## src/design/imfv_pkg.sv

```systemverilog
// Shared types, character constants and character-class functions for the IRC field validator.
package imfv_pkg;

    // Field kinds carried in the low bits of tuser.
    typedef enum logic [3:0] {
        KIND_NICK     = 4'd0,
        KIND_USER     = 4'd1,
        KIND_HOST     = 4'd2,
        KIND_ORIGIN   = 4'd3,
        KIND_COMMAND  = 4'd4,
        KIND_MIDDLE   = 4'd5,
        KIND_TRAILING = 4'd6,
        KIND_CHANNEL  = 4'd7,
        KIND_MASK     = 4'd8,
        KIND_CHSTRING = 4'd9
    } kind_t;

    // Character constants used by the grammar rules.
    localparam logic [7:0] CHAR_NUL   = 8'h00;
    localparam logic [7:0] CHAR_BEL   = 8'h07;
    localparam logic [7:0] CHAR_LF    = 8'h0A;
    localparam logic [7:0] CHAR_CR    = 8'h0D;
    localparam logic [7:0] CHAR_SPACE = 8'h20;
    localparam logic [7:0] CHAR_HASH  = 8'h23;
    localparam logic [7:0] CHAR_DOLLAR = 8'h24;
    localparam logic [7:0] CHAR_AMP   = 8'h26;
    localparam logic [7:0] CHAR_COMMA = 8'h2C;
    localparam logic [7:0] CHAR_DASH  = 8'h2D;
    localparam logic [7:0] CHAR_DOT   = 8'h2E;
    localparam logic [7:0] CHAR_COLON = 8'h3A;
    localparam logic [7:0] CHAR_LBRK  = 8'h5B;
    localparam logic [7:0] CHAR_BSL   = 8'h5C;
    localparam logic [7:0] CHAR_RBRK  = 8'h5D;
    localparam logic [7:0] CHAR_CARET = 8'h5E;
    localparam logic [7:0] CHAR_TICK  = 8'h60;
    localparam logic [7:0] CHAR_LBRACE = 8'h7B;
    localparam logic [7:0] CHAR_RBRACE = 8'h7D;

    // Highest byte position tracked; the counter saturates here.
    localparam logic [1:0] POS_MAX = 2'd3;

    // One input item.
    typedef struct packed {
        kind_t      kind;
        logic [7:0] char_byte;
        logic       is_last;
        logic       is_empty;
    } imfv_item_t;

    // Per-field running state.
    typedef struct packed {
        logic [1:0] position;
        logic [7:0] previous_byte;
        logic       host_path_ok;
        logic       other_path_ok;
        logic       numeric_command;
    } imfv_state_t;

    localparam imfv_state_t STATE_RESET = '{
        position:        2'd0,
        previous_byte:   CHAR_NUL,
        host_path_ok:    1'b1,
        other_path_ok:   1'b1,
        numeric_command: 1'b0
    };

    function automatic logic is_alpha(input logic [7:0] c);
        return c inside {[8'h41:8'h5A], [8'h61:8'h7A]};
    endfunction

    function automatic logic is_digit(input logic [7:0] c);
        return c inside {[8'h30:8'h39]};
    endfunction

    function automatic logic is_alnum(input logic [7:0] c);
        return is_alpha(c) || is_digit(c);
    endfunction

    function automatic logic is_special(input logic [7:0] c);
        return c inside {CHAR_DASH, CHAR_LBRK, CHAR_RBRK, CHAR_BSL, CHAR_TICK,
                         CHAR_CARET, CHAR_LBRACE, CHAR_RBRACE};
    endfunction

    function automatic logic is_nonwhite(input logic [7:0] c);
        return !(c inside {CHAR_SPACE, CHAR_NUL, CHAR_CR, CHAR_LF});
    endfunction

    function automatic logic is_chstring(input logic [7:0] c);
        return is_nonwhite(c) && (c != CHAR_BEL) && (c != CHAR_COMMA);
    endfunction

    // Judges a host byte b given the byte after it, if there is one.
    function automatic logic host_inner_ok(input logic [7:0] b, input logic [7:0] nxt,
                                           input logic nxt_exists);
        logic result;
        if (b == CHAR_DOT) begin
            result = nxt_exists && is_alpha(nxt);
        end else if (nxt_exists && (nxt == CHAR_DOT)) begin
            result = is_alnum(b);
        end else begin
            result = is_alnum(b) || (b == CHAR_DASH);
        end
        return result;
    endfunction

endpackage

```

## src/design/imfv_rules.sv

```systemverilog
// Per-byte grammar checks: verdict for the current item and the next field state.
module imfv_rules
    import imfv_pkg::*;
(
    input  imfv_item_t  item,
    input  imfv_state_t state,
    output imfv_state_t state_next,
    output logic        ends_field,
    output logic        field_valid
);

    logic [7:0] c;
    logic [1:0] p;
    logic       numeric;
    logic       host_byte;
    logic       other_byte;
    logic       hok;
    logic       ook;

    assign c = item.char_byte;
    assign p = state.position;

    // A command is numeric when its first byte is a digit.
    assign numeric = (p == 2'd0) ? ((item.kind == KIND_COMMAND) && is_digit(c))
                                 : state.numeric_command;

    // Host rule with one byte of lookahead.
    always_comb begin
        if (p == 2'd0) begin
            host_byte = is_alpha(c);
        end else begin
            host_byte = p[1] ? host_inner_ok(state.previous_byte, c, 1'b1) : 1'b1;
            if (item.is_last) begin
                host_byte = host_byte && host_inner_ok(c, CHAR_NUL, 1'b0);
            end
        end
    end

    // Rule of the field kind; origin uses the nick rule here.
    always_comb begin
        case (item.kind)
            KIND_NICK, KIND_ORIGIN: begin
                other_byte = (p == 2'd0) ? is_alpha(c) : (is_alnum(c) || is_special(c));
            end
            KIND_USER: begin
                other_byte = is_nonwhite(c);
            end
            KIND_HOST: begin
                other_byte = 1'b1;
            end
            KIND_COMMAND: begin
                if (p == 2'd0) begin
                    other_byte = is_alpha(c) || (numeric && !item.is_last);
                end else if (numeric) begin
                    if (item.is_last && (p < 2'd2)) begin
                        other_byte = 1'b0;
                    end else begin
                        other_byte = (p <= 2'd2) ? is_digit(c) : 1'b1;
                    end
                end else begin
                    other_byte = is_alpha(c);
                end
            end
            KIND_MIDDLE: begin
                other_byte = (p == 2'd0) ? ((c != CHAR_COLON) && is_nonwhite(c))
                                         : is_nonwhite(c);
            end
            KIND_TRAILING: begin
                other_byte = (c != CHAR_NUL) && (c != CHAR_CR) && (c != CHAR_LF);
            end
            KIND_CHANNEL: begin
                other_byte = (p == 2'd0) ? ((c == CHAR_HASH) || (c == CHAR_AMP))
                                         : is_chstring(c);
            end
            KIND_MASK: begin
                other_byte = (p == 2'd0) ? ((c == CHAR_HASH) || (c == CHAR_DOLLAR))
                                         : is_chstring(c);
            end
            KIND_CHSTRING: begin
                other_byte = is_chstring(c);
            end
            default: begin
                other_byte = 1'b0;
            end
        endcase
    end

    assign hok = state.host_path_ok && host_byte;
    assign ook = state.other_path_ok && other_byte;

    assign ends_field = item.is_empty || item.is_last;

    // Verdict for a field that ends with this item.
    always_comb begin
        if (item.is_empty) begin
            field_valid = (item.kind == KIND_TRAILING) || (item.kind == KIND_CHSTRING);
        end else if (item.kind == KIND_HOST) begin
            field_valid = hok;
        end else if (item.kind == KIND_ORIGIN) begin
            field_valid = hok || ook;
        end else begin
            field_valid = ook;
        end
    end

    // State for the next byte; a finished field starts over.
    always_comb begin
        if (ends_field) begin
            state_next = STATE_RESET;
        end else begin
            state_next.position        = (p == POS_MAX) ? POS_MAX : p + 2'd1;
            state_next.previous_byte   = c;
            state_next.host_path_ok    = hok;
            state_next.other_path_ok   = ook;
            state_next.numeric_command = numeric;
        end
    end

endmodule

```

## src/design/irc_message_field_validator.sv

```systemverilog
// Top level of the IRC message field validator: input register, field state and result register.
// The block takes one byte of an IRC message field per item, tagged with its field kind, and
// gives one verdict item when the field ends (on tlast, or at once for an empty field). It
// accepts one item every clock cycle unless its held item ends a field while a result waits; a
// verdict is registered when the item that ends its field leaves the input register. The field
// state (position, previous byte and pass flags) is rewritten for each byte. A result waiting
// in the output register does not stop bytes that end no field from flowing through.
module irc_message_field_validator
    import imfv_pkg::*;
(
    input  logic       aclk,
    input  logic       aresetn,
    input  logic       s_tvalid,
    output logic       s_tready,
    input  logic [7:0] s_tdata,   // [7:0] char_byte
    input  logic       s_tlast,   // is_last
    input  logic [4:0] s_tuser,   // [3:0] kind, [4] is_empty
    output logic       m_tvalid,
    input  logic       m_tready,
    output logic [7:0] m_tdata    // [0] field_valid, [7:1] zero
);

    logic        s1_valid_reg;
    imfv_item_t  s1_item_reg;
    imfv_state_t state_reg;
    imfv_state_t state_next;
    logic        m_valid_reg;
    logic        m_valid_next;
    logic        m_data_reg;
    logic        ends_field;
    logic        field_valid;
    logic        out_free;
    logic        s1_fire;
    logic        s_fire;

    // Grammar checks for the registered item.
    imfv_rules u_rules (
        .item        (s1_item_reg),
        .state       (state_reg),
        .state_next  (state_next),
        .ends_field  (ends_field),
        .field_valid (field_valid)
    );

    // Handshake: the held item moves on unless it ends a field while the result waits.
    assign out_free = !m_valid_reg || m_tready;
    assign s1_fire  = s1_valid_reg && (!ends_field || out_free);
    assign s_tready = !s1_valid_reg || s1_fire;
    assign s_fire   = s_tvalid && s_tready;

    // Input register.
    always_ff @(posedge aclk) begin
        if (!aresetn) begin
            s1_valid_reg <= 1'b0;
        end else if (s_tready) begin
            s1_valid_reg <= s_tvalid;
        end
    end

    always_ff @(posedge aclk) begin
        if (s_fire) begin
            s1_item_reg <= '{kind:      kind_t'(s_tuser[3:0]),
                             char_byte: s_tdata,
                             is_last:   s_tlast,
                             is_empty:  s_tuser[4]};
        end
    end

    // Field state, updated once per processed item.
    always_ff @(posedge aclk) begin
        if (!aresetn) begin
            state_reg <= STATE_RESET;
        end else if (s1_fire) begin
            state_reg <= state_next;
        end
    end

    // Result register.
    always_comb begin
        m_valid_next = m_valid_reg && !m_tready;
        if (s1_fire && ends_field) begin
            m_valid_next = 1'b1;
        end
    end

    always_ff @(posedge aclk) begin
        if (!aresetn) begin
            m_valid_reg <= 1'b0;
        end else begin
            m_valid_reg <= m_valid_next;
        end
    end

    always_ff @(posedge aclk) begin
        if (s1_fire && ends_field) begin
            m_data_reg <= field_valid;
        end
    end

    assign m_tvalid = m_valid_reg;
    assign m_tdata  = {7'd0, m_data_reg};

    // A field end always produces a result item in the next cycle.
    assert property (@(posedge aclk) disable iff (!aresetn)
        (s1_fire && ends_field) |=> m_valid_reg)
        else $error("field end did not produce a result item");

    // A waiting result is never overwritten.
    assert property (@(posedge aclk) disable iff (!aresetn)
        (m_valid_reg && !m_tready) |-> !(s1_fire && ends_field))
        else $error("pending result overwritten");

    // The field state starts over after each verdict.
    assert property (@(posedge aclk) disable iff (!aresetn)
        (s1_fire && ends_field) |=> (state_reg == STATE_RESET))
        else $error("field state not cleared after verdict");

    // An empty field passes only for trailing and chstring kinds.
    assert property (@(posedge aclk) disable iff (!aresetn)
        (s1_fire && s1_item_reg.is_empty && (s1_item_reg.kind != KIND_TRAILING)
         && (s1_item_reg.kind != KIND_CHSTRING)) |=> !m_data_reg)
        else $error("empty field accepted for a kind that needs characters");

    // Position only grows by one, saturates at POS_MAX or returns to zero.
    assert property (@(posedge aclk) disable iff (!aresetn)
        s1_fire |=> ((state_reg.position == 2'd0)
                     || (state_reg.position == POS_MAX)
                     || (state_reg.position == $past(state_reg.position) + 2'd1)))
        else $error("position counter jumped");

endmodule

```

## config.mk

```make
export PLATFORM = sky130hd
export DESIGN_NAME = irc_message_field_validator
export DESIGN_NICKNAME = d
export VERILOG_FILES = /design/src/design/imfv_pkg.sv /design/src/design/imfv_rules.sv /design/src/design/irc_message_field_validator.sv
export SDC_FILE = /design/constraint.sdc
export NUM_CORES = 1
export LEC_CHECK = 0
export BUFFER_PORTS_ARGS = -buffer_cell sky130_fd_sc_hd__buf_2
export CORE_MARGIN = 5
export CORE_UTILIZATION = 35
export CTS_CLUSTER_SIZE = 40
export DETAILED_ROUTE_END_ITERATION = 6
export GPL_ROUTABILITY_DRIVEN = 0
export GPL_TIMING_DRIVEN = 0
export PLACE_DENSITY_LB_ADDON = 0.1
export SYNTH_ARGS = -nofsm -noshare
export SYNTH_HDL_FRONTEND = slang
export SYNTH_HIERARCHICAL = 1
export SYNTH_SLANG_ARGS = --single-unit
```

## constraint.sdc

```tcl
create_clock -name aclk -period 2.4 [get_ports aclk]
set_clock_uncertainty 0.2 [all_clocks]
set_input_delay 0.12 -clock aclk [delete_from_list [all_inputs] [get_ports aclk]]
set_output_delay 0.12 -clock aclk [all_outputs]
set_load 0.1 [all_outputs]
```

# Word-level counts from Yosys, hierarchy flattened
# Index checks and enable logic that the tools add are counted.
word_totals:
  regBits: 30
  output_inout_bits: 10
classes:
  n_reduce_logical: 50
  eq_ne: 32
  n_lt_le_gt_ge: 14
  mux: 25
  addsub: 1
ops:
  columns: ["op", "n"]
  rows:
  - ["equality test 8 x 6 -> 1 bit (second input constant)", 8]
  - ["equality test 8 x 7 -> 1 bit (second input constant)", 7]
  - [">= comparator 8 x 7 -> 1 bit (second input constant)", 4]
  - ["<= comparator 8 x 7 -> 1 bit (second input constant)", 4]
  - ["2-to-1 mux 1 bit", 22]
  - ["logical AND 1 bit", 21]
  - ["equality test 4 x 3 -> 1 bit (second input constant)", 4]
  - ["equality test 8 x 4 -> 1 bit (second input constant)", 2]
  - [">= comparator 8 x 6 -> 1 bit (second input constant)", 2]
  - ["<= comparator 8 x 6 -> 1 bit (second input constant)", 2]
  - ["!= test 8 x 4 -> 1 bit (second input constant)", 2]
  - ["!= test 8 x 6 -> 1 bit (second input constant)", 2]
  - ["nonzero test 8 bit", 2]
  - ["logical OR 1 bit", 14]
  - ["2-to-1 mux 13 bit", 1]
  - ["one-hot mux 1 bit (9 select lines)", 1]
  - ["equality test 4 x 2 -> 1 bit (second input constant)", 2]
  - ["equality test 4 bit (second input constant)", 2]
  - ["zero test 8 bit", 1]
  - ["!= test 8 x 3 -> 1 bit (second input constant)", 1]
  - ["zero test 1 bit", 6]
  - ["equality test 4 x 1 -> 1 bit (second input constant)", 1]
  - ["zero test 4 bit", 1]
  - ["nonzero test 2 bit", 2]
  - ["8 further kinds", 8]

# Longest topological paths before layout
depth:
  word_depth: 17
  mapped_depth: 9

# Hierarchy
# Netlist, hierarchy kept.
modules_own_cells:
  columns: ["mod", "area_per_inst_um2", "cells_each", "seq_area_each_um2", "instances"]
  rows:
  - ["irc_message_field_validator", 1161.1, 91, 750.7, 1]
  - ["imfv_rules", 830.8, 125, 0.0, 1]

# Least setup slack after synthesis
# No wires, ideal clock.
synth_path:
  path_type: "reg-to-reg"
  from: "register m_valid_reg (netlist: m_tvalid)"
  to: "register s1_item_reg[0] (netlist name) (enable)"
  stages_incl_launch_ff: 4
  setup_slack_ns: -0.526
  path_buffers: 0
  setup_time_ns: 0.310
  arrival_time_ns: 2.417
  path_cell_list: "dfxtp_1 -> nor2b_4 -> nand2_1 -> and2_1"
synth_between:
  elab_chain_cells: 6
synth_rtl:
  columns: ["item", "line_no", "rtl"]
  rows:
  - ["from (decl)", "irc_message_field_validator.sv:27", "logic m_valid_reg;"]
  - ["from (signal assigned)", "irc_message_field_validator.sv:90", "m_valid_reg <= m_valid_next;"]
  - ["zero test 1 bit", "irc_message_field_validator.sv:46", "assign out_free = !m_valid_reg || m_tready;"]
  - ["logical OR 1 bit", "irc_message_field_validator.sv:46", null]
  - ["logical OR 1 bit", "irc_message_field_validator.sv:47", "assign s1_fire = s1_valid_reg && (!ends_field || out_free);"]
  - ["logical AND 1 bit", "irc_message_field_validator.sv:47", null]
  - ["logical OR 1 bit", "irc_message_field_validator.sv:48", "assign s_tready = !s1_valid_reg || s1_fire;"]
  - ["named net s_tready", "irc_message_field_validator.sv:14", "output logic s_tready,"]
  - ["logical AND 1 bit", "irc_message_field_validator.sv:49", "assign s_fire = s_tvalid && s_tready;"]
  - ["named net s_fire", "irc_message_field_validator.sv:34", "logic s_fire;"]
  - ["to (signal assigned)", "irc_message_field_validator.sv:62", "s1_item_reg <= '{kind: kind_t'(s_tuser[3:0]),"]
  - ["to (decl)", "irc_message_field_validator.sv:24", "imfv_item_t s1_item_reg;"]
# The timed path passes the listed nets, and every way through them passes these cells.
# A chain may end at the register's enable or synchronous reset.

==> results.json <==
{
  "synth_top_family_by_area": "simple AND/OR/NAND/NOR gates",
  "final_util_pct": 48.0,
  "routed_wl_um": 4650,
  "grt_pass1_wl_um": 7560,
  "stdcell_count": 346,
  "grtUsageTotal_pct": 12.7,
  "critPathSlowestCell": "edfxtp_1",
  "synth_cells": 216,
  "ys_warn_count": 6,
  "synth_compound_area_share_pct": 14.1,
  "yosys_register_bits": 30,
  "htreeDepth": 2,
  "dieHeight_um": 85.4,
  "fin_ws_ns": 0.139,
  "path_common_cell": "nor4_4",
  "syn_area_per_cell_um2": 9.22,
  "core_mm2": 0.00551,
  "n_antenna_cell": 0,
  "reg2reg_depth": 9,
  "whs_ns": 0.0151,
  "ys.flop_type": "edfxtp_1",
  "leakagePower_nw": 1.00,
  "fmax_mhz": 442,
  "grt_max_degree": 15,
  "fill_cells": 547,
  "antenna_found_initial": 0,
  "numPortBuffers": 19,
  "slew-limit-headroom_pct": 57.5,
  "hold_path_depth": 3,
  "rsz0062_at_grt": "yes",
  "worst_slew_pin_slew_ns": 0.637,
  "nets": 291,
  "die_x_um": 85.4,
  "clockRootBuffer": "clkbuf_8",
  "slowest_delay_ns": 0.45,
  "cts.sinks": 30,
  "hold_viol": 0,
  "slew_violations": 0,
  "post_drt_via_cell_ratio": 4.82,
  "cp-start-kind": "flip-flop",
  "ys_seq_area_share_pct": 37.7,
  "drt-wirelength-per-cell_um": 13.4,
  "hpwl_um": 3280,
  "area_growth_pct": 32.8,
  "register_area_um2": 752,
  "die-area_mm2": 0.00730,
  "crit_chain": "buf_4 -> nor4_4 -> o311ai_1 -> a21oi_1 -> o21ai_2 -> nor4_4 -> o21ai_1 -> nor2b_1 -> mux2i_1",
  "hold_path.class": "input pin to flip-flop",
  "muxShareOfSynthArea_pct": 7.10,
  "finalSetupTns_ns": 0,
  "cts_buffers": 5,
  "dr.pass1.iters": 4,
  "clk_pin_slew_ns": 0.07,
  "start_util_pct": 36.2,
  "setup_viol": 0,
  "synth_edf_count": 15,
  "fin_crit_sh_pct": 94.2,
  "fp-row-count": 27,
  "period_minus_slack_ns": 2.26,
  "worstSetupPathType": "flip-flop to flip-flop",
  "vias": 1668,
  "cp.required_ns": 2.36,
  "arrival_ns": 2.23,
  "drv_cap": 0,
  "synth_xor_area_share_pct": 0.879,
  "cp-end-kind": "flip-flop",
  "cts_tree": "done",
  "netlist_area_mm2": 0.00199,
  "dp_cells": 313,
  "ys_types": 63,
  "drc": 0,
  "ios": 28,
  "largest_reg_flops": 14,
  "route.antenna.remaining_nets": 0,
  "cp_top_family": "simple AND/OR/NAND/NOR gates",
  "met1_usage_pct": 17.1,
  "post-place-ws_ns": -0.0693,
  "power_density_mw_per_mm2": 503,
  "grt_pass1_vias": 1583,
  "worstSetupPathDepth": 9,
  "path_buf_inv": 1,
  "clk-insertion-delay-late_ns": 0.28,
  "drive_gt1_share_pct": 29.2,
  "multiInputGateArea_mm2": 0.00118,
  "busiest_layer": "met2",
  "met2_usage_pct": 20.3,
  "status": "finished clean",
  "drt_iter0_markers": 65,
  "grt_remaining_overflow": 0,
  "cts_max_path_buffers": 2,
  "path_max_fanout": 4,
  "async_flop_share_pct": 0,
  "synthSimpleGateAreaFrac_pct": 31.2,
  "vdd_drop_max_mv": 0.358,
  "gr-usage-met3_pct": 3.20,
  "synth_fa_ha_area_share_pct": 0
}
## power by group
| part | internal (mW) | switching, mW | total, mW | leakage [nW] |
|---|---|---|---|---|
| combinational | 0.112 | 0.160 | 0.272 | 0.677 |
| sequential | 0.562 | 0.0185 | 0.580 | 0.268 |
| clock | 0.289 | 0.189 | 0.478 | 0.0575 |
## logic make-up (layout without fill, tap and decap cells)
kind of cell           after synthesis  in the layout
AO/OA/AOI/OAI                       35             35
XOR/XNOR                             2              2
buffers and inverters               29             81
flip-flops                          30             30
multiplexers                        14             14
other                                1              7
AND/OR/NAND/NOR                    105            105
## metal layers
metal,routed length [um],vias to the layer above,part of all wire (%)
li1,-,880,-
met1,2230,756,48
met2,2200,28,47
met3,172,4,3.7
met4,51,0,1.1
met5,0,-,0
## final timing paths
kind	slack, ns	start	to
hold reg to reg	0.28	state_reg[8]	state_reg[8]
setup reg to reg	0.14	s1_item_reg[4]	state_reg[1]
setup / recovery	0.14	s1_item_reg[4]	state_reg[1]
hold / removal	0.02	m_tready	m_tvalid
## worst register-to-register path: stages, from the launching register on
cell and delay (ns):
edfxtp_1 0.45, buf_4 0.20, nor4_4 0.29, o311ai_1 0.14, a21oi_1 0.19, o21ai_2 0.10
nor4_4 0.30, o21ai_1 0.09, nor2b_1 0.12, mux2i_1 0.07
## through the flow
step                      instance area [um^2]  total power [mW]
final                                     2650              1.33
after global routing                      2650              1.40
after CTS                                 2510              1.32
after detailed placement                  2200             0.816
after global placement                    2200             0.815
after floorplan                           2020             0.770
## cells in the mapped netlist (2+ instances only)
| library cell | number | area share [%] |
|---|---|---|
| nor2_1 | 9 | 1.7 |
| o211ai_1 | 3 | 1.1 |
| a41oi_1 | 2 | 0.88 |
| nor3_1 | 4 | 1.0 |
| a21oi_1 | 6 | 1.5 |
| nand2_1 | 34 | 6.4 |
| nor4_1 | 4 | 1.3 |
| or4_1 | 2 | 0.75 |
| and2_1 | 12 | 3.8 |
| o21ai_1 | 2 | 0.50 |
| nand4_1 | 2 | 0.63 |
| nand2b_1 | 3 | 0.94 |
| nand4b_1 | 3 | 1.3 |
| nand3b_1 | 2 | 0.75 |
| buf_4 | 11 | 4.1 |
| and3_1 | 2 | 0.63 |
| nor2b_1 | 7 | 2.2 |
| nor4bb_1 | 2 | 1.0 |
| buf_2 | 7 | 1.8 |
| o21a_1 | 2 | 0.75 |
| mux2i_1 | 13 | 6.5 |
| or3_1 | 4 | 1.3 |
| inv_1 | 7 | 1.3 |
| o21ai_0 | 3 | 0.75 |
| edfxtp_1 | 15 | 23 |
| clkbuf_1 | 3 | 0.57 |
| or3b_1 | 2 | 0.88 |
| dfxtp_1 | 15 | 15 |
## layout by cell type (no fill, tap or decap), types with 7 or more instances in the layout
| cell | n |
|---|---|
| dfxtp_1 | 14 |
| dlygate4sd3_1 | 16 |
| and2_1 | 12 |
| nand2_1 | 33 |
| clkbuf_8 | 8 |
| edfxtp_1 | 15 |
| inv_1 | 7 |
| nor2_1 | 9 |
| mux2i_1 | 13 |
| conb_1 | 7 |
| buf_2 | 25 |
| buf_4 | 21 |
| nor2b_1 | 7 |
## what timing repair did
item                                   4_1_cts  5_1_grt
pin swaps                                    1        9
hold buffers                                16        0
setup endpoints to repair                    2        3
setup buffers                                3        8
resized for setup                            2       19
endpoints found under the hold margin       19        0
## layout make-up
cell class / instances / share of cell area (%)
Multi-Input combinational cell: 163 / 44.5
Sequential cell: 30 / 28.4
Timing Repair Buffer: 46 / 12.7
Buffer: 20 / 5.82
Clock buffer: 8 / 4.16
Tap cell: 72 / 3.41
Inverter: 7 / 0.993
Note: power is estimated with default switching activity, not from simulation.
